===== src/rtl/rdpu_pkg.sv =====
// ----------------------------------------------------------------------------
// rdpu_pkg
// Shared types, widths and codes for the RED drop probability unit.
// ----------------------------------------------------------------------------
package rdpu_pkg;

   // field widths
   localparam int LEN_W        = 16;   // queue length, average length
   localparam int THR_W        = 16;   // thresholds
   localparam int WEIGHT_W     = 16;   // averaging weight, Q0.16
   localparam int CNT_W        = 16;   // saturating count
   localparam int DEC_W        = 2;
   localparam int AVG_FRAC     = 16;   // fraction bits of the average
   localparam int PROB_FRAC    = 16;   // fraction bits of probabilities
   localparam int PROB_W       = PROB_FRAC + 1;

   localparam int QUEUE_BITS_DEF = 16;

   // derived datapath widths
   localparam int OFF_W        = THR_W + AVG_FRAC;        // avg - min, in region
   localparam int NUM_W        = PROB_W + OFF_W;          // maxp * offset
   localparam int CP_W         = CNT_W + PROB_W;          // count * pb

   // shared divider: quotient known to fit DIV_Q_W bits
   localparam int DIV_Q_W      = PROB_W;
   localparam int DIV_D_W      = PROB_W;
   localparam int DIVD_W       = DIV_Q_W + DIV_D_W - 1;
   localparam int DIV_CNT_W    = $clog2(DIV_Q_W);

   localparam logic [PROB_W-1:0] PROB_ONE = {1'b1, {PROB_FRAC{1'b0}}};

   // configuration port
   localparam int CSR_IDX_W    = 2;
   localparam int CSR_DATA_W   = PROB_W;

   localparam logic [CSR_IDX_W-1:0] CSR_AVG_WEIGHT      = 2'd0;
   localparam logic [CSR_IDX_W-1:0] CSR_MIN_THRESHOLD   = 2'd1;
   localparam logic [CSR_IDX_W-1:0] CSR_MAX_THRESHOLD   = 2'd2;
   localparam logic [CSR_IDX_W-1:0] CSR_MAX_PROBABILITY = 2'd3;

   localparam logic [WEIGHT_W-1:0] AVG_WEIGHT_RST      = 16'd64;
   localparam logic [THR_W-1:0]    MIN_THRESHOLD_RST   = 16'd5;
   localparam logic [THR_W-1:0]    MAX_THRESHOLD_RST   = 16'd15;
   localparam logic [PROB_W-1:0]   MAX_PROBABILITY_RST = 17'd6554;

   // decision codes
   localparam logic [DEC_W-1:0] DEC_ENQUEUE = 2'd0;
   localparam logic [DEC_W-1:0] DEC_EARLY   = 2'd1;
   localparam logic [DEC_W-1:0] DEC_FORCED  = 2'd2;

   // stream widths
   localparam int REQ_TDATA_W  = LEN_W;
   localparam int RSP_FIELDS_W = DEC_W + 2 * PROB_W + LEN_W + CNT_W;
   localparam int RSP_TDATA_W  = ((RSP_FIELDS_W + 7) / 8) * 8;
   localparam int RSP_PAD_W    = RSP_TDATA_W - RSP_FIELDS_W;

   typedef struct packed {
      logic [WEIGHT_W-1:0] avg_weight;
      logic [THR_W-1:0]    min_threshold;
      logic [THR_W-1:0]    max_threshold;
      logic [PROB_W-1:0]   max_probability;
   } cfg_type;

   typedef struct packed {
      logic capture;
      logic diff;
      logic avg_mul;
      logic avg_upd;
      logic classify;
      logic pb_mul;
      logic pb_div;
      logic pb_load;
      logic cp_mul;
      logic den_calc;
      logic pa_check;
      logic pa_load;
      logic rsp_load;
   } cmd_type;

   typedef struct packed {
      logic region;
      logic div_done;
      logic pa_sat;
      logic out_free;
   } status_type;

   typedef enum logic [3:0] {
      ST_IDLE,
      ST_DIFF,
      ST_AVG_MUL,
      ST_AVG_UPD,
      ST_CLASSIFY,
      ST_PB_MUL,
      ST_PB_DIV,
      ST_PB_WAIT,
      ST_CP_MUL,
      ST_DEN,
      ST_PA_CHECK,
      ST_PA_WAIT,
      ST_DONE
   } state_type;

endpackage


===== src/rtl/rdpu_div.sv =====
// ----------------------------------------------------------------------------
// rdpu_div
// Restoring divider, one quotient bit per cycle. The caller guarantees the
// top dividend bits are below the divisor, so the quotient fits DIV_Q_W bits.
// ----------------------------------------------------------------------------
module rdpu_div
   import rdpu_pkg::*;
(
   input  logic               clock,
   input  logic               reset,
   input  logic               start,
   input  logic [DIVD_W-1:0]  dividend,
   input  logic [DIV_D_W-1:0] divisor,
   output logic               done,
   output logic [DIV_Q_W-1:0] quotient
);

   logic                 busy_ff, busy_in;
   logic                 done_ff, done_in;
   logic [DIV_CNT_W-1:0] cnt_ff, cnt_in;
   logic [DIV_D_W-1:0]   rem_ff, rem_in;
   logic [DIV_Q_W-1:0]   shr_ff, shr_in;
   logic [DIV_D_W-1:0]   dsr_ff, dsr_in;

   logic [DIV_D_W:0]     trial;
   logic                 qbit;

   assign trial = {rem_ff, shr_ff[DIV_Q_W-1]};
   assign qbit  = (trial >= {1'b0, dsr_ff});

   always_comb begin
      busy_in = busy_ff;
      done_in = 1'b0;
      cnt_in  = cnt_ff;
      rem_in  = rem_ff;
      shr_in  = shr_ff;
      dsr_in  = dsr_ff;
      if (start) begin
         busy_in = 1'b1;
         cnt_in  = '0;
         rem_in  = {1'b0, dividend[DIVD_W-1:DIV_Q_W]};
         shr_in  = dividend[DIV_Q_W-1:0];
         dsr_in  = divisor;
      end else if (busy_ff) begin
         rem_in = qbit ? DIV_D_W'(trial - {1'b0, dsr_ff}) : trial[DIV_D_W-1:0];
         shr_in = {shr_ff[DIV_Q_W-2:0], qbit};
         cnt_in = cnt_ff + 1'b1;
         if (cnt_ff == DIV_CNT_W'(DIV_Q_W - 1)) begin
            busy_in = 1'b0;
            done_in = 1'b1;
         end
      end
   end

   always_ff @(posedge clock) begin
      if (reset) begin
         busy_ff <= 1'b0;
         done_ff <= 1'b0;
      end else begin
         busy_ff <= busy_in;
         done_ff <= done_in;
      end
      cnt_ff <= cnt_in;
      rem_ff <= rem_in;
      shr_ff <= shr_in;
      dsr_ff <= dsr_in;
   end

   assign done     = done_ff;
   assign quotient = shr_ff;

endmodule


===== src/rtl/rdpu_ctrl.sv =====
// ----------------------------------------------------------------------------
// rdpu_ctrl
// Sequencer for one packet: average update, classification, then the two
// divisions between thresholds, the second skipped if the adjusted probability saturates.
// ----------------------------------------------------------------------------
module rdpu_ctrl
   import rdpu_pkg::*;
(
   input  logic       clock,
   input  logic       reset,
   input  logic       req_tvalid,
   output logic       req_tready,
   input  status_type status,
   output cmd_type    cmd
);

   state_type state_ff, state_in;

   always_ff @(posedge clock) begin
      if (reset) begin
         state_ff <= ST_IDLE;
      end else begin
         state_ff <= state_in;
      end
   end

   // next state
   always_comb begin
      state_in = state_ff;
      unique case (state_ff)
         ST_IDLE:     if (req_tvalid) state_in = ST_DIFF;
         ST_DIFF:     state_in = ST_AVG_MUL;
         ST_AVG_MUL:  state_in = ST_AVG_UPD;
         ST_AVG_UPD:  state_in = ST_CLASSIFY;
         ST_CLASSIFY: state_in = status.region ? ST_PB_MUL : ST_DONE;
         ST_PB_MUL:   state_in = ST_PB_DIV;
         ST_PB_DIV:   state_in = ST_PB_WAIT;
         ST_PB_WAIT:  if (status.div_done) state_in = ST_CP_MUL;
         ST_CP_MUL:   state_in = ST_DEN;
         ST_DEN:      state_in = ST_PA_CHECK;
         ST_PA_CHECK: state_in = status.pa_sat ? ST_DONE : ST_PA_WAIT;
         ST_PA_WAIT:  if (status.div_done) state_in = ST_DONE;
         ST_DONE:     if (status.out_free) state_in = ST_IDLE;
         default:     state_in = ST_IDLE;
      endcase
   end

   // outputs
   always_comb begin
      cmd        = '0;
      req_tready = 1'b0;
      unique case (state_ff)
         ST_IDLE: begin
            req_tready  = 1'b1;
            cmd.capture = req_tvalid;
         end
         ST_DIFF:     cmd.diff     = 1'b1;
         ST_AVG_MUL:  cmd.avg_mul  = 1'b1;
         ST_AVG_UPD:  cmd.avg_upd  = 1'b1;
         ST_CLASSIFY: cmd.classify = 1'b1;
         ST_PB_MUL:   cmd.pb_mul   = 1'b1;
         ST_PB_DIV:   cmd.pb_div   = 1'b1;
         ST_PB_WAIT:  cmd.pb_load  = status.div_done;
         ST_CP_MUL:   cmd.cp_mul   = 1'b1;
         ST_DEN:      cmd.den_calc = 1'b1;
         ST_PA_CHECK: cmd.pa_check = 1'b1;
         ST_PA_WAIT:  cmd.pa_load  = status.div_done;
         ST_DONE:     cmd.rsp_load = status.out_free;
         default: begin
            cmd        = '0;
            req_tready = 1'b0;
         end
      endcase
   end

endmodule


===== src/rtl/rdpu_datapath.sv =====
// ----------------------------------------------------------------------------
// rdpu_datapath
// Average and count state, probability arithmetic, shared divider and the
// result register.
// ----------------------------------------------------------------------------
module rdpu_datapath
   import rdpu_pkg::*;
#(
   parameter int QUEUE_BITS = QUEUE_BITS_DEF
)
(
   input  logic                   clock,
   input  logic                   reset,
   input  cfg_type                cfg,
   input  logic [LEN_W-1:0]       req_queue_length,
   input  cmd_type                cmd,
   output status_type             status,
   output logic                   rsp_tvalid,
   input  logic                   rsp_tready,
   output logic [RSP_TDATA_W-1:0] rsp_tdata
);

   localparam int AVG_W  = QUEUE_BITS + AVG_FRAC;
   localparam int PROD_W = AVG_W + WEIGHT_W;
   localparam int INT_W  = (QUEUE_BITS > THR_W) ? QUEUE_BITS : THR_W;
   localparam int EXT_W  = INT_W + AVG_FRAC;

   logic [QUEUE_BITS-1:0]  len_ff;
   logic [AVG_W-1:0]       diff_ff;
   logic                   up_ff;
   logic [PROD_W-1:0]      prod_ff;
   logic [AVG_W-1:0]       avg_ff, avg_in;
   logic [CNT_W-1:0]       count_ff, count_in;
   logic [DEC_W-1:0]       dec_ff;
   logic [OFF_W-1:0]       off_ff;
   logic [NUM_W-1:0]       num_ff;
   logic [PROB_W-1:0]      pb_ff;
   logic [PROB_W-1:0]      pa_ff;
   logic [CP_W-1:0]        cp_ff;
   logic [PROB_W-1:0]      den_ff;
   logic                   sat_ff;
   logic                   rsp_valid_ff;
   logic [RSP_TDATA_W-1:0] rsp_data_ff;

   logic [AVG_W-1:0]       target;
   logic [AVG_W-1:0]       step;
   logic [QUEUE_BITS-1:0]  avg_int;
   logic                   below_min;
   logic                   below_max;
   logic                   region;
   logic [PROB_W-1:0]      maxp;
   logic                   pa_sat;
   logic                   div_start;
   logic [DIVD_W-1:0]      div_dividend;
   logic [DIV_D_W-1:0]     div_divisor;
   logic                   div_done;
   logic [DIV_Q_W-1:0]     div_quotient;

   assign target    = {len_ff, {AVG_FRAC{1'b0}}};
   assign step      = prod_ff[PROD_W-1:WEIGHT_W];
   assign avg_in    = up_ff ? (avg_ff + step) : (avg_ff - step);
   assign avg_int   = avg_ff[AVG_W-1:AVG_FRAC];
   assign below_min = INT_W'(avg_int) < INT_W'(cfg.min_threshold);
   assign below_max = INT_W'(avg_int) < INT_W'(cfg.max_threshold);
   assign region    = !below_min && below_max;
   assign maxp      = (cfg.max_probability > PROB_ONE) ? PROB_ONE : cfg.max_probability;
   assign count_in  = (count_ff == {CNT_W{1'b1}}) ? count_ff : count_ff + 1'b1;

   // quotient of pb<<16 / den reaches 2.0 when pb/2 >= den: saturate early
   assign pa_sat = sat_ff || (PROB_W'(pb_ff[PROB_W-1:1]) >= den_ff);

   // shared divider: pb first, then pa
   assign div_start    = cmd.pb_div || (cmd.pa_check && !pa_sat);
   assign div_dividend = cmd.pb_div ? num_ff[AVG_FRAC +: DIVD_W]
                                    : {pb_ff, {PROB_FRAC{1'b0}}};
   assign div_divisor  = cmd.pb_div ? DIV_D_W'(cfg.max_threshold - cfg.min_threshold)
                                    : den_ff;

   rdpu_div u_div (
      .clock    (clock),
      .reset    (reset),
      .start    (div_start),
      .dividend (div_dividend),
      .divisor  (div_divisor),
      .done     (div_done),
      .quotient (div_quotient)
   );

   always_ff @(posedge clock) begin
      if (reset) begin
         avg_ff       <= '0;
         count_ff     <= '0;
         rsp_valid_ff <= 1'b0;
      end else begin
         if (cmd.avg_upd) begin
            avg_ff <= avg_in;
         end
         if (cmd.classify) begin
            count_ff <= region ? count_in : '0;
         end
         if (cmd.rsp_load) begin
            rsp_valid_ff <= 1'b1;
         end else if (rsp_tready) begin
            rsp_valid_ff <= 1'b0;
         end
      end
   end

   always_ff @(posedge clock) begin
      if (cmd.capture) begin
         len_ff <= QUEUE_BITS'(req_queue_length);
      end
      if (cmd.diff) begin
         up_ff   <= (target >= avg_ff);
         diff_ff <= (target >= avg_ff) ? (target - avg_ff) : (avg_ff - target);
      end
      if (cmd.avg_mul) begin
         prod_ff <= PROD_W'(cfg.avg_weight) * PROD_W'(diff_ff);
      end
      if (cmd.classify) begin
         off_ff <= OFF_W'(EXT_W'(avg_ff) - EXT_W'({cfg.min_threshold, {AVG_FRAC{1'b0}}}));
         priority if (below_min) begin
            dec_ff <= DEC_ENQUEUE;
            pb_ff  <= '0;
            pa_ff  <= '0;
         end else if (below_max) begin
            dec_ff <= DEC_EARLY;
         end else begin
            dec_ff <= DEC_FORCED;
            pb_ff  <= PROB_ONE;
            pa_ff  <= PROB_ONE;
         end
      end
      if (cmd.pb_mul) begin
         num_ff <= NUM_W'(maxp) * NUM_W'(off_ff);
      end
      if (cmd.pb_load) begin
         pb_ff <= div_quotient;
      end
      if (cmd.cp_mul) begin
         cp_ff <= CP_W'(count_ff) * CP_W'(pb_ff);
      end
      if (cmd.den_calc) begin
         sat_ff <= (cp_ff >= CP_W'(PROB_ONE));
         den_ff <= PROB_ONE - cp_ff[PROB_W-1:0];
      end
      if (cmd.pa_check && pa_sat) begin
         pa_ff <= PROB_ONE;
      end
      if (cmd.pa_load) begin
         pa_ff <= (div_quotient > PROB_ONE) ? PROB_ONE : div_quotient;
      end
      if (cmd.rsp_load) begin
         rsp_data_ff <= {{RSP_PAD_W{1'b0}}, count_ff, LEN_W'(avg_int),
                         pa_ff, pb_ff, dec_ff};
      end
   end

   assign status.region   = region;
   assign status.div_done = div_done;
   assign status.pa_sat   = pa_sat;
   assign status.out_free = !rsp_valid_ff || rsp_tready;

   assign rsp_tvalid = rsp_valid_ff;
   assign rsp_tdata  = rsp_data_ff;

endmodule


===== src/rtl/red_drop_probability_unit_top.sv =====
// ----------------------------------------------------------------------------
// red_drop_probability_unit_top
// RED drop probability unit: per-packet average queue update and drop
// probability calculation.
// ----------------------------------------------------------------------------
// Usage
//  - req_ channel: one transaction per packet arrival, carrying the
//    instantaneous queue length. req_tready is high only while the unit is
//    idle, so one packet is worked on at a time.
//  - rsp_ channel: one transaction per packet with the decision, base and
//    adjusted probabilities (Q1.16), integer average length and count.
//  - csr_ port: plain write, index 0 weight, 1 min, 2 max, 3 max probability.
//    Write only while no packet is in flight.
// Processing steps
//  - Below min or at/above max: result loaded after the average update and classification.
//  - Between thresholds: the result waits for two passes through the shared
//    bit-serial divider plus the multiply stages; the second pass is skipped
//    when the adjusted probability saturates.
//  - A finished result sits in the output register; the next packet is
//    accepted meanwhile and only waits at its own result load if the
//    receiver still holds rsp_tready low.
// Reset
//  - Synchronous, active high: average and count cleared, registers back
//    to their defaults, no result pending.
// ----------------------------------------------------------------------------
module red_drop_probability_unit_top
   import rdpu_pkg::*;
#(
   parameter int QUEUE_BITS = QUEUE_BITS_DEF
)
(
   input  logic                   clock,
   input  logic                   reset,

   // request stream
   input  logic                   req_tvalid,
   output logic                   req_tready,
   input  logic [REQ_TDATA_W-1:0] req_tdata,   // [15:0] queue_length

   // response stream
   output logic                   rsp_tvalid,
   input  logic                   rsp_tready,
   // [1:0] decision, [18:2] base_probability, [35:19] adjusted_probability,
   // [51:36] average_length, [67:52] drop_count, [71:68] zero
   output logic [RSP_TDATA_W-1:0] rsp_tdata,

   // configuration writes
   input  logic                   csr_we,
   input  logic [CSR_IDX_W-1:0]   csr_index,
   input  logic [CSR_DATA_W-1:0]  csr_wdata
);

   cfg_type    cfg_ff;
   cmd_type    cmd;
   status_type status;

   // configuration registers
   always_ff @(posedge clock) begin
      if (reset) begin
         cfg_ff.avg_weight      <= AVG_WEIGHT_RST;
         cfg_ff.min_threshold   <= MIN_THRESHOLD_RST;
         cfg_ff.max_threshold   <= MAX_THRESHOLD_RST;
         cfg_ff.max_probability <= MAX_PROBABILITY_RST;
      end else if (csr_we) begin
         unique case (csr_index)
            CSR_AVG_WEIGHT:      cfg_ff.avg_weight      <= csr_wdata[WEIGHT_W-1:0];
            CSR_MIN_THRESHOLD:   cfg_ff.min_threshold   <= csr_wdata[THR_W-1:0];
            CSR_MAX_THRESHOLD:   cfg_ff.max_threshold   <= csr_wdata[THR_W-1:0];
            CSR_MAX_PROBABILITY: cfg_ff.max_probability <= csr_wdata[PROB_W-1:0];
            default:             cfg_ff <= cfg_ff;
         endcase
      end
   end

   // sequencer
   rdpu_ctrl u_ctrl (
      .clock      (clock),
      .reset      (reset),
      .req_tvalid (req_tvalid),
      .req_tready (req_tready),
      .status     (status),
      .cmd        (cmd)
   );

   // arithmetic, state and result register
   rdpu_datapath #(
      .QUEUE_BITS (QUEUE_BITS)
   ) u_datapath (
      .clock            (clock),
      .reset            (reset),
      .cfg              (cfg_ff),
      .req_queue_length (req_tdata[LEN_W-1:0]),
      .cmd              (cmd),
      .status           (status),
      .rsp_tvalid       (rsp_tvalid),
      .rsp_tready       (rsp_tready),
      .rsp_tdata        (rsp_tdata)
   );

endmodule

===== config.mk =====
export PLATFORM = sky130hd
export DESIGN_NAME = red_drop_probability_unit_top
export DESIGN_NICKNAME = d
export VERILOG_FILES = /design/src/rtl/rdpu_pkg.sv /design/src/rtl/rdpu_div.sv /design/src/rtl/rdpu_ctrl.sv /design/src/rtl/rdpu_datapath.sv /design/src/rtl/red_drop_probability_unit_top.sv
export SDC_FILE = /design/constraint.sdc
export NUM_CORES = 2
export LEC_CHECK = 0
export BUFFER_PORTS_ARGS = -buffer_cell sky130_fd_sc_hd__buf_2
export CAP_MARGIN = 40
export CORE_UTILIZATION = 50
export CTS_CLUSTER_SIZE = 25
export DETAILED_ROUTE_END_ITERATION = 16
export GPL_TIMING_DRIVEN = 0
export PLACE_DENSITY = 0.71
export SLEW_MARGIN = 25
export SYNTH_ARGS = -nofsm -noshare
export SYNTH_HDL_FRONTEND = slang
export SYNTH_SLANG_ARGS = --single-unit

===== constraint.sdc =====
create_clock -name clock -period 8.1 [get_ports clock]
set_input_delay 0 -clock clock [delete_from_list [all_inputs] [get_ports clock]]
set_output_delay 0 -clock clock [all_outputs]
set_load 0.02 [all_outputs]

**After elaboration in Yosys (flattened, before gate mapping)**

Index checks and enable logic that the tools add are counted.

- Bitwise operators: 1
- Order comparisons: 8
- $add $sub $neg: 10
- Reductions and logical operators: 24
- Muxes and demuxes: 47
- Eq/ne operators: 24
- Multipliers: 3

Operators with widths:

| cell | number |
|---|---|
| $mux 17 | 12 |
| $sub 32x32->32 | 4 |
| $mux 16 | 4 |
| $mux 32 | 2 |
| $pmux 4 s13 | 1 |
| $mul 17x32->49 | 1 |
| $mul 16x32->48 | 1 |
| $gt 17x17->1 const B | 2 |
| $ge 33x17->1 const B | 1 |
| $mul 16x17->33 | 1 |
| $mux 33 | 1 |
| $add 32x32->32 | 1 |
| $ge 32x32->1 | 1 |
| $lt 16x16->1 | 2 |
| $eq 4x4->1 const B | 5 |
| $mux 1 | 20 |
| $mux 4 | 5 |
| $ge 18x17->1 | 1 |
| $ge 16x17->1 | 1 |
| $sub 16x16->17 | 1 |
| $sub 17x17->17 | 1 |
| $sub 17x17->17 const A | 1 |
| $add 16x1->16 const B | 1 |
| $eq 16x16->1 const B | 1 |
| 24 further kinds | 46 |

- Output and inout bits: 74
- Flip-flop bits (word level): 509

**Depth between registers and ports, before layout**

- Word-level depth: 6
- Depth in mapped cells: 29
- Mapped depth without buffers: 28

**By module**

From an unflattened synthesis, not the netlist that was laid out.

- Cell total of the unflattened synthesis: 6803
- Area total of the unflattened synthesis: 65024.9 µm²

Modules (own cells, without submodules):

| module | sequential area each (µm²) | cells an instance | area each (µm²) | times used |
|---|---|---|---|---|
| rdpu_datapath | 10019.6 | 6190 | 58566.2 | 1 |
| rdpu_div | 1661.6 | 306 | 3425.8 | 1 |
| red_drop_probability_unit_top | 1301.2 | 246 | 2610.0 | 1 |
| rdpu_ctrl | 80.1 | 61 | 422.9 | 1 |

**Least setup slack after synthesis**

Ideal clock, no wire load.

- Path type: flip-flop to flip-flop
- Start: reg cfg_ff[3] (netlist bit)
- End: reg u_datapath.num_ff[47] (data pin)
- Slack: 0.927 ns
- Cell stages (with the launch flop): 28
- Clock period less this slack: 7.173 ns
- Arrival time: 6.915 ns
- Path through: dfxtp_1 nor4_1 a41oi_1 nor2b_1 clkbuf_1 nand2_1 fa_1 inv_1 fa_1 inv_1 fa_1 inv_1 fa_1 fa_1 inv_1 fa_1 inv_1 ha_1 nand3_1 nand2b_1 o21ai_0 a21oi_1 o31ai_1 a21oi_1 o211ai_1 a21o_1 a21oi_1 xnor2_1

- Cells in the longest elaborated chain, start to end: 3

Ends and longest elaborated chain:

| element | line | source |
|---|---|---|
| start: declaration | red_drop_probability_unit_top.sv:53 | `cfg_type cfg_ff;` |
| start signal: assignment | red_drop_probability_unit_top.sv:70 | `default: cfg_ff <= cfg_ff;` |
| $gt 17x17->1 | rdpu_datapath.sv:66 | `assign maxp = (cfg.max_probability > PROB_ONE) ? PROB_ONE : cfg.max_probability;` |
| $mux 17 (*) | rdpu_datapath.sv:66 |  |
| $mul 17x32->49 (*) | rdpu_datapath.sv:135 | `num_ff <= NUM_W'(maxp) * NUM_W'(off_ff);` |
| end signal: assignment | rdpu_datapath.sv:135 |  |
| end: declaration | rdpu_datapath.sv:36 | `logic [NUM_W-1:0] num_ff;` |

Mark *: on every way between the ends. The rest lies on a longest branch, timed or not.
A chain may end at the register's enable or synchronous reset.

**Worst setup path in the final report**

- Start: reg cfg_ff[11] (netlist bit)
- End: reg u_datapath.num_ff[43] (data pin)

Same word-level chain as after synthesis.

==> metrics.yaml <==
timing:
  relSlewSlack: 0.356
  worst_pin_slew_ps: 966
  fmax_mhz: 128
  clock_skew_ps: 34.6
  setup_viol: 0
  fin_crit_sh: 0.963
  hold_violations: 0
  drv_slew: 0
  holdWs_ps: 71.9
  fin_crit_ps: 7800
synth:
  async_flop_share: 0
  synth_cell_types: 90
  synth_compound_area_frac: 0.0731
  netlist_area_um2: 63700
  synth_top_family_by_area: "adder cells"
  synth_edf_count: 351
  synth-seq-cells: 477
  synthMuxAreaShare: 0.00128
  syn_avg_cell_area_um2: 9.42
  post_synth_and_or_nand_nor_area_fraction: 0.161
  ys.warnings.count: 0
  synthAdderAreaFrac: 0.435
  ys.flop_type: "edfxtp_1"
  ys_seq_area_frac: 0.205
  synth_cells: 6761
  synth-xor-area-share: 0.0320
drt:
  detail_route.wl_per_cell_um: 21.4
  vias: 48000
  drtPass1Iterations: 6
  drcViolationCount: 0
  drtIter0Drc: 3873
  routed_wl_um: 186000
  ant_nets: 0
  vias_per_cell: 5.53
layout:
  most-common-layout-cells: "1262 x inv_1, 1172 x nand2_1, 1077 x fa_1, 519 x and2_1, 490 x ha_1"
  syn_to_final_growth_pct: 8.54
  drive_gt1_frac: 0.0492
  layout_commonest_cell: "inv_1"
  nets: 8601
  fin_area_um2: 69100
floorplan:
  die_height_um: 359
  ioPinCount: 114
  start_util: 0.505
  die_x_um: 359
  core_um2: 126000
  rows: 130
  dieArea_um2: 129000
clocking:
  htreeDepth: 2
  cts_buffer_depth: 3
  numCtsBuffers: 52
  cts_tree: "yes"
  cts_root_buf: "clkbuf_16"
  clock-sinks: 477
  clk_latency_ps: 640
  clk_pin_slew_worst_paths_ps: 70
flow_run:
  max_cap_viol_count: 0
setup_path:
  critPathArrivalTime_ps: 8150
  timing.rr.start: "cfg_ff[11]"
  crit_path_start_kind: "register"
  crit_required_ps: 8450
  crit_fanout: 10
  cp-end-kind: "register"
  reg2reg_depth: 26
  crit_start: "cfg_ff[11]"
  rrSetupSlack_ps: 300
  critPathKind: "reg -> reg"
global_routing:
  grt_first_pass_wirelength_um: 290000
  grt_max_degree: 40
  grt.overflow.total: 0
  grt_pass1_vias: 50500
  antenna_found_initial: 2
  track_usage: 0.292
worst_hold_path:
  min_path_type: "in -> reg"
  hp-start: "req_tdata[7]"
  hold_depth: 2
placement:
  placedInstanceArea_um2: 66600
  dp_hpwl_um: 150000
  portBuffers: 107
  gp_congestion: 0.967
power:
  ir_drop_mv: 0.405
  p_leak_nw: 31.3
  p_per_area_nw_per_um2: 222
status:
  status: "complete, no violations"
==> through the flow <==
stage	cells	power, mW	setup slack (ps)	TNS (ps)	utilization
global placement	8521	12.3	-1280	-18210	0.526
global route	8688	16.6	-29.7	-48.5	0.548
detailed placement	8546	12.6	-1070	-12940	0.528
finish	8691	15.3	297	0	0.548
CTS	8684	15.4	18.3	0	0.547
floorplan	6764	9.56	927	0	-
==> timing repair <==
action / in CTS / in global routing
pin swaps: 2 / 2
hold buffers: 41 / 0
buffers inserted: 0 / 3
hold endpoints to repair: 86 / 0
setup endpoints to repair: 27 / 22
resized for setup: 43 / 64
==> worst max-delay path, stage by stage, from the launching register on <==
cell and delay (ps):
dfxtp_1 340, nor4_1 370, a41oi_2 210, buf_4 200, nor2b_1 300, clkbuf_1 450
and2_1 220, fa_1 440, fa_1 470, fa_1 550, fa_1 450, fa_1 490
inv_1 50, fa_1 470, inv_1 40, ha_1 310, a21o_1 200, a221o_1 340
nand2_1 70, o21ai_0 120, a21oi_4 270, o31ai_4 130, a21oi_4 260, inv_1 130
a31oi_1 280, o21ai_0 140, xor2_1 180
==> flip-flops by register name, summed over array words and instances (netlist names), 2 cells and up <==
| name | count |
|---|---|
| cfg_ff | 65 |
| u_ctrl.state_ff | 4 |
| u_datapath.avg_ff | 32 |
| u_datapath.count_ff | 16 |
| u_datapath.cp_ff | 33 |
| u_datapath.dec_ff | 2 |
| u_datapath.den_ff | 17 |
| u_datapath.diff_ff | 32 |
| u_datapath.len_ff | 16 |
| u_datapath.num_ff | 33 |
| u_datapath.off_ff | 32 |
| u_datapath.pa_ff | 17 |
| u_datapath.pb_ff | 17 |
| u_datapath.prod_ff | 32 |
| u_datapath.rsp_tdata | 68 |
| u_datapath.u_div.cnt_ff | 5 |
| u_datapath.u_div.dsr_ff | 17 |
| u_datapath.u_div.quotient | 17 |
| u_datapath.u_div.rem_ff | 17 |
==> final cells by class <==
cell class | instances | area, um^2
fill | 11200 | 56900
multi-input combinational | 4720 | 44900
sequential | 477 | 13100
inverter | 1264 | 4740
tap | 1650 | 2060
clock buffer | 56 | 1340
buffer | 302 | 1240
timing repair buffer | 177 | 1230
clock inverter | 42 | 568
antenna | 3 | 7.51
==> logic make-up (layout without fill, tap and decap cells) <==
logic type | Yosys count | after routing
other cells | 1 | 7
mux | 8 | 8
fa+ha+maj | 1567 | 1567
xor+xnor | 233 | 233
simple gates | 2165 | 2165
compound gates | 743 | 743
flops | 477 | 477
buf+inv | 1567 | 1841
==> synthesized netlist by cell type (6+ instances only) <==
library cell	count	area share
a211o_1	8	0.0011
a211oi_1	23	0.0027
a21boi_0	10	0.0012
a21o_1	109	0.013
a21oi_1	278	0.022
a22oi_1	16	0.0019
a31oi_1	25	0.0025
a41oi_1	6	0.00083
and2_1	519	0.051
and3_1	27	0.0027
buf_1	11	0.00065
buf_2	7	0.00055
buf_4	6	0.00071
clkbuf_1	279	0.016
dfxtp_1	126	0.040
edfxtp_1	351	0.17
fa_1	1077	0.34
ha_1	490	0.096
inv_1	1263	0.074
mux2i_1	7	0.0011
nand2_1	1172	0.069
nand2b_1	33	0.0032
nand3_1	43	0.0034
nand3b_1	18	0.0021
nand4_1	29	0.0028
nor2_1	152	0.0090
nor2b_1	45	0.0044
nor3_1	44	0.0035
nor3b_1	6	0.00071
nor4_1	20	0.0020
o211ai_1	6	0.00071
o21a_1	14	0.0017
o21ai_0	142	0.011
o21ai_1	7	0.00055
o21bai_1	16	0.0019
o31a_1	9	0.0012
o31ai_1	18	0.0021
or2_2	11	0.0011
or3_1	15	0.0015
or4_1	10	0.0012
xnor2_1	135	0.019
xor2_1	98	0.013
==> report_power, final <==
group          switching (mW)  total [mW]  internal [mW]
combinational            5.72        9.25           3.53
clock                    1.09        2.66           1.56
sequential              0.238        3.41           3.17
total                    7.05        15.3           8.27
==> final timing paths <==
check / endpoint
worst min-delay path: u_datapath.len_ff[7]
worst max register to register: u_datapath.num_ff[43]
worst max-delay path: u_datapath.num_ff[43]
worst min register to register: u_datapath.rsp_tdata[64]
==> routing by layer <==
metal / up-vias / GRT usage / part of all wire
li1: 21500 / - / -
met1: 23900 / 0.384 / 0.40
met2: 2199 / 0.472 / 0.46
met3: 432 / 0.0606 / 0.095
met4: 4 / 0.115 / 0.044
met5: - / 0.00444 / 0.00054
Power figures use the tool's default switching activity.
